[src/assert_macros.svh]
// ---------------------------------------------------------------------------
// Assertion macros
// Clocked concurrent assertion wrappers, compiled out with NO_ASSERTIONS.
// ---------------------------------------------------------------------------
`ifndef ASSERT_MACROS_SVH
`define ASSERT_MACROS_SVH

`ifndef NO_ASSERTIONS
`define ASSERT_AR(lbl, clk, rst_n, prop, msg) \
  lbl: assert property (@(posedge clk) disable iff (!(rst_n)) (prop)) else $error(msg);
`define ASSERT_NR(lbl, clk, prop, msg) \
  lbl: assert property (@(posedge clk) (prop)) else $error(msg);
`else
`define ASSERT_AR(lbl, clk, rst_n, prop, msg)
`define ASSERT_NR(lbl, clk, prop, msg)
`endif

`endif

[src/pptb_pkg.sv]
// ---------------------------------------------------------------------------
// pptb_pkg
// Types and constants of the packet pacer token bucket.
// ---------------------------------------------------------------------------
`timescale 1ns / 1ps
`default_nettype none

package pptb_pkg;

  localparam int unsigned TimeBitsDef = 48;
  localparam int unsigned BurstW      = 16;
  localparam int unsigned IntvW       = 24;
  localparam int unsigned TokW        = 32;
  localparam int unsigned FracW       = IntvW + BurstW;
  localparam int unsigned WholeW      = TokW + BurstW;
  localparam int unsigned CfgIdxW     = 2;
  localparam int unsigned CfgDataW    = 24;

  localparam logic [BurstW-1:0] BurstReset    = BurstW'(5);
  localparam logic [IntvW-1:0]  IntervalReset = '0;

  typedef enum logic [CfgIdxW-1:0] {
    RegBurst    = 2'd0,
    RegInterval = 2'd1
  } cfg_reg_e;

  typedef enum logic [1:0] {
    CmdUpdate = 2'd0,
    CmdSent   = 2'd1,
    CmdLoss   = 2'd2,
    CmdRefill = 2'd3
  } cmd_e;

  typedef enum logic [2:0] {
    StIdle,
    StDiv1,
    StMul1,
    StMul2,
    StDiv2,
    StCache,
    StRefill,
    StEmit
  } state_e;

endpackage

`default_nettype wire

[src/packet_pacer_token_bucket_core.sv]
// ---------------------------------------------------------------------------
// packet_pacer_token_bucket_core
// Send pacer token bucket: one request per event, one result per request.
// Sequence: sent, loss, refill and non-computing updates go from the request
//   straight to the emit state, which loads the output register once it is free;
//   a paced update first runs two passes of a shared one-bit-per-cycle divider
//   (TIME_BITS and 40 steps), and skips the second pass when the quotient saturates.
// Throughput: one request at a time; the next is taken the cycle after the
//   result is loaded, even while that result is still stalled.
// Reset: asynchronous, tokens and cached batch load 5, no last time held.
// ---------------------------------------------------------------------------
`timescale 1ns / 1ps
`default_nettype none
`include "assert_macros.svh"

module packet_pacer_token_bucket_core #(
  parameter int unsigned TIME_BITS = pptb_pkg::TimeBitsDef
) (
  input  wire logic                          clk_i,
  input  wire logic                          rst_ni,
  input  wire logic                          cfg_we_i,
  input  wire logic [pptb_pkg::CfgIdxW-1:0]  cfg_index_i,
  input  wire logic [pptb_pkg::CfgDataW-1:0] cfg_wdata_i,
  input  wire logic                          in_valid_i,
  output logic                               in_stall_o,
  input  wire logic [1:0]                    cmd_i,
  input  wire logic [TIME_BITS-1:0]          now_us_i,
  output logic                               out_valid_o,
  input  wire logic                          out_stall_i,
  output logic [pptb_pkg::TokW-1:0]          write_budget_o,
  output logic [pptb_pkg::TokW-1:0]          cached_batch_o,
  output logic [pptb_pkg::IntvW-1:0]         wait_us_o
);

  localparam int unsigned DW   = (TIME_BITS > pptb_pkg::FracW) ? TIME_BITS : pptb_pkg::FracW;
  localparam int unsigned CntW = $clog2(DW + 1);
  localparam int unsigned TokW = pptb_pkg::TokW;
  localparam int unsigned IntvW = pptb_pkg::IntvW;
  localparam int unsigned BurstW = pptb_pkg::BurstW;
  localparam int unsigned WholeW = pptb_pkg::WholeW;
  localparam int unsigned FracW = pptb_pkg::FracW;

  pptb_pkg::state_e state_q, state_d;

  logic [BurstW-1:0]    burst_q;
  logic [IntvW-1:0]     interval_q;
  logic [TokW-1:0]      tok_q;
  logic [TokW-1:0]      cached_q;
  logic [TokW-1:0]      budget_q;
  logic [TIME_BITS-1:0] last_q;
  logic                 last_vld_q;
  logic [DW-1:0]        dvd_q;
  logic [IntvW-1:0]     rem_q;
  logic [CntW-1:0]      cnt_q;
  logic [WholeW-1:0]    whole_q;
  logic                 out_valid_q;
  logic [TokW-1:0]      out_budget_q;
  logic [TokW-1:0]      out_cached_q;
  logic [IntvW-1:0]     out_wait_q;

  pptb_pkg::cmd_e       cmd;
  logic                 in_acc;
  logic                 out_free;
  logic                 emit_go;
  logic                 div_run;
  logic                 paced;

  logic [TIME_BITS-1:0] elapsed;
  logic [IntvW:0]       rem_sh;
  logic                 q_bit;
  logic [IntvW-1:0]     rem_nx;
  logic                 q_sat;
  logic [TokW-1:0]      q_inc;
  logic [WholeW-1:0]    whole_mul;
  logic [FracW-1:0]     frac_mul;
  logic [WholeW:0]      cache_sum;
  logic                 refill_on;
  logic [TokW:0]        tok_sum;
  logic [TokW-1:0]      tok_refill;

  assign cmd   = pptb_pkg::cmd_e'(cmd_i);
  assign paced = (interval_q != '0) && last_vld_q;

  // shared restoring divider step
  assign rem_sh = {rem_q, dvd_q[DW-1]};
  assign q_bit  = (rem_sh >= {1'b0, interval_q});
  assign rem_nx = q_bit ? IntvW'(rem_sh - {1'b0, interval_q}) : IntvW'(rem_sh);

  assign elapsed   = now_us_i - last_q;
  assign q_sat     = ((dvd_q[TIME_BITS-1:0] >> 32) != '0) || (dvd_q[TokW-1:0] == '1);
  assign q_inc     = dvd_q[TokW-1:0] + TokW'(1);
  assign whole_mul = q_inc * burst_q;
  assign frac_mul  = rem_q * burst_q;
  assign cache_sum = {1'b0, whole_q} + (WholeW+1)'(dvd_q[FracW-1:0])
                     + (WholeW+1)'(rem_q != '0);
  assign refill_on = cached_q > TokW'(burst_q);
  assign tok_sum   = {1'b0, tok_q} + {1'b0, cached_q - TokW'(burst_q)};
  assign tok_refill = tok_sum[TokW] ? '1 : tok_sum[TokW-1:0];

  always_comb begin
    in_stall_o = (state_q != pptb_pkg::StIdle);
    in_acc     = in_valid_i && !in_stall_o;
    out_free   = !out_valid_q || !out_stall_i;
    emit_go    = (state_q == pptb_pkg::StEmit) && out_free;
    div_run    = (state_q == pptb_pkg::StDiv1) || (state_q == pptb_pkg::StDiv2);
  end

  always_comb begin
    state_d = state_q;
    unique case (state_q)
      pptb_pkg::StIdle: begin
        if (in_acc) begin
          if (cmd == pptb_pkg::CmdUpdate && paced) state_d = pptb_pkg::StDiv1;
          else                                     state_d = pptb_pkg::StEmit;
        end
      end
      pptb_pkg::StDiv1: begin
        if (cnt_q == CntW'(1)) state_d = pptb_pkg::StMul1;
      end
      pptb_pkg::StMul1: begin
        state_d = q_sat ? pptb_pkg::StRefill : pptb_pkg::StMul2;
      end
      pptb_pkg::StMul2: state_d = pptb_pkg::StDiv2;
      pptb_pkg::StDiv2: begin
        if (cnt_q == CntW'(1)) state_d = pptb_pkg::StCache;
      end
      pptb_pkg::StCache:  state_d = pptb_pkg::StRefill;
      pptb_pkg::StRefill: state_d = pptb_pkg::StEmit;
      pptb_pkg::StEmit: begin
        if (out_free) state_d = pptb_pkg::StIdle;
      end
      default: state_d = pptb_pkg::StIdle;
    endcase
  end

  always_ff @(posedge clk_i or negedge rst_ni) begin
    if (!rst_ni) begin
      state_q     <= pptb_pkg::StIdle;
      burst_q     <= pptb_pkg::BurstReset;
      interval_q  <= pptb_pkg::IntervalReset;
      tok_q       <= TokW'(pptb_pkg::BurstReset);
      cached_q    <= TokW'(pptb_pkg::BurstReset);
      last_q      <= '0;
      last_vld_q  <= 1'b0;
      cnt_q       <= '0;
      out_valid_q <= 1'b0;
    end else begin
      state_q <= state_d;
      if (cfg_we_i) begin
        unique case (pptb_pkg::cfg_reg_e'(cfg_index_i))
          pptb_pkg::RegBurst:    burst_q    <= cfg_wdata_i[BurstW-1:0];
          pptb_pkg::RegInterval: interval_q <= cfg_wdata_i[IntvW-1:0];
          default: ;
        endcase
      end
      if (in_acc) begin
        unique case (cmd)
          pptb_pkg::CmdUpdate: begin
            last_q     <= now_us_i;
            last_vld_q <= 1'b1;
            cnt_q      <= CntW'(TIME_BITS);
          end
          pptb_pkg::CmdSent: begin
            if (tok_q != '0) tok_q <= tok_q - TokW'(1);
          end
          pptb_pkg::CmdLoss: begin
            tok_q      <= '0;
            last_vld_q <= 1'b0;
          end
          pptb_pkg::CmdRefill: begin
            tok_q      <= TokW'(burst_q);
            last_vld_q <= 1'b0;
          end
          default: ;
        endcase
      end
      if (div_run) cnt_q <= cnt_q - CntW'(1);
      if (state_q == pptb_pkg::StMul2) cnt_q <= CntW'(FracW);
      if (state_q == pptb_pkg::StMul1 && q_sat) begin
        cached_q <= (burst_q != '0) ? '1 : '0;
      end
      if (state_q == pptb_pkg::StCache) begin
        cached_q <= (cache_sum > (WholeW+1)'({TokW{1'b1}})) ? '1 : cache_sum[TokW-1:0];
      end
      if (state_q == pptb_pkg::StRefill && refill_on) tok_q <= tok_refill;
      if (emit_go)          out_valid_q <= 1'b1;
      else if (!out_stall_i) out_valid_q <= 1'b0;
    end
  end

  // datapath, no reset
  always_ff @(posedge clk_i) begin
    if (in_acc) begin
      unique case (cmd)
        pptb_pkg::CmdUpdate: begin
          if (interval_q == '0)  budget_q <= TokW'(burst_q);
          else                   budget_q <= tok_q;
          dvd_q <= DW'(elapsed) << (DW - TIME_BITS);
          rem_q <= '0;
        end
        pptb_pkg::CmdSent:   budget_q <= (tok_q != '0) ? tok_q - TokW'(1) : '0;
        pptb_pkg::CmdLoss:   budget_q <= '0;
        pptb_pkg::CmdRefill: budget_q <= TokW'(burst_q);
        default: ;
      endcase
    end
    if (div_run) begin
      dvd_q <= {dvd_q[DW-2:0], q_bit};
      rem_q <= rem_nx;
    end
    if (state_q == pptb_pkg::StMul1) whole_q <= whole_mul;
    if (state_q == pptb_pkg::StMul2) begin
      dvd_q <= DW'(frac_mul) << (DW - FracW);
      rem_q <= '0;
    end
    if (state_q == pptb_pkg::StRefill) budget_q <= refill_on ? tok_refill : tok_q;
    if (emit_go) begin
      out_budget_q <= budget_q;
      out_cached_q <= cached_q;
      out_wait_q   <= (tok_q != '0) ? '0 : interval_q;
    end
  end

  assign out_valid_o    = out_valid_q;
  assign write_budget_o = out_budget_q;
  assign cached_batch_o = out_cached_q;
  assign wait_us_o      = out_wait_q;

  `ASSERT_AR(a_rem_below_div, clk_i, rst_ni, div_run |-> (rem_q < interval_q), "divider remainder out of range")
  `ASSERT_AR(a_load_from_emit, clk_i, rst_ni, $rose(out_valid_q) |-> $past(state_q == pptb_pkg::StEmit), "result loaded outside emit")
  `ASSERT_AR(a_loss_clears, clk_i, rst_ni, (in_acc && cmd == pptb_pkg::CmdLoss) |=> (tok_q == '0 && !last_vld_q), "loss did not clear bucket")

endmodule

`default_nettype wire
[config.mk]
export PLATFORM = sky130hd
export DESIGN_NAME = packet_pacer_token_bucket_core
export DESIGN_NICKNAME = d
export VERILOG_FILES = /design/src/pptb_pkg.sv /design/src/packet_pacer_token_bucket_core.sv
export VERILOG_INCLUDE_DIRS = /design/src /design/src/src
export SDC_FILE = /design/constraint.sdc
export NUM_CORES = 2
export LEC_CHECK = 0
export BUFFER_PORTS_ARGS = -buffer_cell sky130_fd_sc_hd__buf_2
export CORE_ASPECT_RATIO = 0.5
export CORE_MARGIN = 10
export CORE_UTILIZATION = 40
export DETAILED_ROUTE_END_ITERATION = 7
export PLACE_DENSITY_LB_ADDON = 0.15
export SLEW_MARGIN = 10
export SYNTH_ARGS = -nofsm -noshare
export SYNTH_HDL_FRONTEND = slang
export SYNTH_SLANG_ARGS = --single-unit
[constraint.sdc]
create_clock -name clk_i -period 7.54 [get_ports clk_i]
set_input_delay 0.377 -clock clk_i [delete_from_list [all_inputs] [get_ports clk_i]]
set_output_delay 0.377 -clock clk_i [all_outputs]
set_load 0.02 [all_outputs]
==> impl_metrics.env <==
export IMPL_outcome="finished with violations"
export IMPL_violations="setup timing"
export IMPL_cts_max_path_buffers=3
export IMPL_dpl_hpwl_mm=149.0
export IMPL_num_vias=46140
export IMPL_crit_family="adder cells"
export IMPL_worst_path_max_fanout=5
export IMPL_drtPass1Iterations=6
export IMPL_seq_area_mm2=0.01100
export IMPL_placed_cells=8170
export IMPL_cp_num_buf_inv=7
export IMPL_synth_edf_count=208
export IMPL_slew_viol_final=0
export IMPL_clock_sinks=403
export IMPL_tightest_slew_ns=1.232
export IMPL_final_util_pct=46.18
export IMPL_tns_ns=-0.5449
export IMPL_final_common_cell="nand2_1"
export IMPL_final_cells=8340
export IMPL_use_met3_pct=5.309
export IMPL_ys_seq_area_share_pct=20.13
export IMPL_drc=0
export IMPL_yosys_warnings=0
export IMPL_syn_nets=7405
export IMPL_worst_hold_path_type="primary input to register"
export IMPL_coreArea_mm2=0.1348
export IMPL_fillers=13070
export IMPL_grt_pass1_wl_mm=288.3
export IMPL_final_setup_skew_ns=0.04347
export IMPL_busiest_layer="met2"
export IMPL_crit_path_end_kind="register"
export IMPL_cp_common_cell="fa_1"
export IMPL_critPathRequiredTime_ns=7.90
export IMPL_antenna_found_initial=11
export IMPL_cts_tree="yes"
export IMPL_arrival_ns=8.05
export IMPL_fmax_mhz=130.1
export IMPL_post_route_period_util_pct=102.0
export IMPL_port_buffers=170
export IMPL_clock_root_buffer="clkbuf_16"
export IMPL_wire_per_inst_um=22.23
export IMPL_synth_cell_types=95
export IMPL_fin_nets=7714
export IMPL_vias_per_cell=5.533
export IMPL_die_area_mm2=0.1523
export IMPL_worst_slack_ns=-0.1479
export IMPL_yosysTopAreaCellShare_pct=26.81
export IMPL_grt_ovfl_total=0
export IMPL_critPathLaunchType="register"
export IMPL_clk_pin_slew_ns=0.06
export IMPL_io_pins=171
export IMPL_synth_cells=6199
export IMPL_ys_ff_latch=403
export IMPL_grt_use_met2_pct=36.40
export IMPL_start_util_pct=40.44
export IMPL_wl_mm=185.4
export IMPL_yosys_top_cells_area="fa_1 27%, edfxtp_1 11%, ha_1 9.1%"
export IMPL_drtIter0Drc=4229
export IMPL_multiInputGateArea_mm2=0.03982
export IMPL_grt_pass1_vias=47410
export IMPL_cts_buffers=45
export IMPL_rsz0062_at_grt="yes"
export IMPL_grt_use_total_pct=24.27
export IMPL_post_route_min_period_ns=7.688
export IMPL_slew_headroom_pct=17.85
export IMPL_synth_async_sr_flop_share_pct=40.45
export IMPL_worst_setup_path_type="register to register"
export IMPL_clkLatencyLatePin_ns=0.64
export IMPL_drv_cap=0
export IMPL_finalSetupViolCount=7
export IMPL_synthFlopType="edfxtp_1"
export IMPL_area_growth_pct=14.20
export IMPL_yosysTopAreaCell="fa_1"
export IMPL_hold_violations=0
export IMPL_row_count=95
export IMPL_final_cell_mix="892 x nand2_1, 866 x inv_1, 718 x fa_1"
export IMPL_met1_usage_pct=35.14
export IMPL_slowest_stage="or4b_4"
export IMPL_cpPeakStageDelay_ns=0.53
export IMPL_die_w_um=542.1
export IMPL_drtAntennaViolNets=0
export IMPL_avgSynthCellArea_um2=8.794
export IMPL_grt_max_degree=130
export IMPL_drive_gt1_share_pct=12.48
export IMPL_die_h_um=281.0
export IMPL_h_tree_depth=2
export IMPL_gp_congestion=0.9104
export IMPL_netlist_area_mm2=0.05451
-- flip-flops by register name, indices dropped and copies added, names as in the netlist --
signal / cells
dvd_q: 48
last_q: 48
whole_q: 48
budget_q: 32
cached_batch_o: 32
cached_q: 32
tok_q: 32
write_budget_o: 32
interval_q: 24
rem_q: 24
wait_us_o: 24
burst_q: 16
cnt_q: 6
state_q: 3
last_vld_q: 1
out_valid_o: 1
-- cells by family (layout without fill, tap and decap cells) --
| kind of cell | count (synthesis) | after routing | synth area share (%) |
|---|---|---|---|
| AO/OA/AOI/OAI | 1198 | 1198 | 13.72 |
| XOR/XNOR | 249 | 249 | 4.001 |
| adder cells (fa/ha/maj) | 1125 | 1125 | 35.87 |
| buffers and inverters | 1201 | 1543 | 8.323 |
| flip-flops | 403 | 403 | 20.13 |
| multiplexers | 55 | 55 | 1.072 |
| other | 0 | 5 | 0 |
| AND/OR/NAND/NOR | 1968 | 1968 | 16.88 |
-- per-stage QoR --
| stage | setup slack (ns) | cell area [um2] | hold slack [ns] |
|---|---|---|---|
| floorplan | 0.004089 | 54820 | 0.08141 |
| global placement | -0.3029 | 59400 | 0.3129 |
| detailed placement | -0.3884 | 59400 | 0.3178 |
| CTS | -0.1134 | 61880 | 0.0005391 |
| global route | -0.3945 | 62240 | 0.02258 |
| finish | -0.1479 | 62250 | 0.03307 |
-- repair_timing --
item | 4_1_cts | 5_1_grt
setup buffers | 27 | 10
pin swaps | 42 | 47
setup endpoints to repair | 12 | 29
gates cloned | 1 | 0
gates resized for setup | 59 | 65
hold buffers | 49 | 0
endpoints found under the hold margin | 82 | 0
-- path summary, 6_finish.rpt --
kind / startpoint / endpoint / slack, ns / cells past startpoint
max in group asynchronous: rst_ni / burst_q[1] / 5.97 / 3
hold reg to reg: budget_q[9] / write_budget_o[9] / 0.42 / 0
setup reg to reg: dvd_q[2] / whole_q[45] / -0.15 / 31
min in group asynchronous: rst_ni / last_q[43] / 0.23 / 2
hold / removal: cfg_wdata_i[5] / interval_q[5] / 0.03 / 2
setup / recovery: dvd_q[2] / whole_q[45] / -0.15 / 31
-- per-layer routing --
metal	vias up	routed length, um
met3	237	15950
met5	-	26
met4	4	5793
li1	20930	-
met1	23360	85190
met2	1616	78410
-- area by class of cell --
class                           count  share of cell area [%]
Multi-Input combinational cell   4595                   63.97
Sequential cell                   403                   17.68
Timing Repair Buffer              584                   7.043
Inverter                          879                   5.300
Tap cell                         1794                   3.606
Clock buffer                       56                   1.907
Clock inverter                     24                  0.4743
Antenna cell                        5                 0.02010
-- synthesized netlist by cell type (all sizes together) (44+ instances only) --
| cell | count |
|---|---|
| a21oi | 378 |
| xor2 | 93 |
| a211oi | 44 |
| xnor2 | 156 |
| clkbuf | 292 |
| fa | 730 |
| nor3 | 82 |
| nor2 | 321 |
| and2 | 315 |
| nand3 | 71 |
| dfrtp | 157 |
| o21ai | 312 |
| a21o | 126 |
| ha | 395 |
| nand2 | 901 |
| edfxtp | 208 |
| inv | 878 |
Power is left out: the tool's default activity adds up to more than one toggle a clock period on the data nets, which glitch-free logic cannot reach.
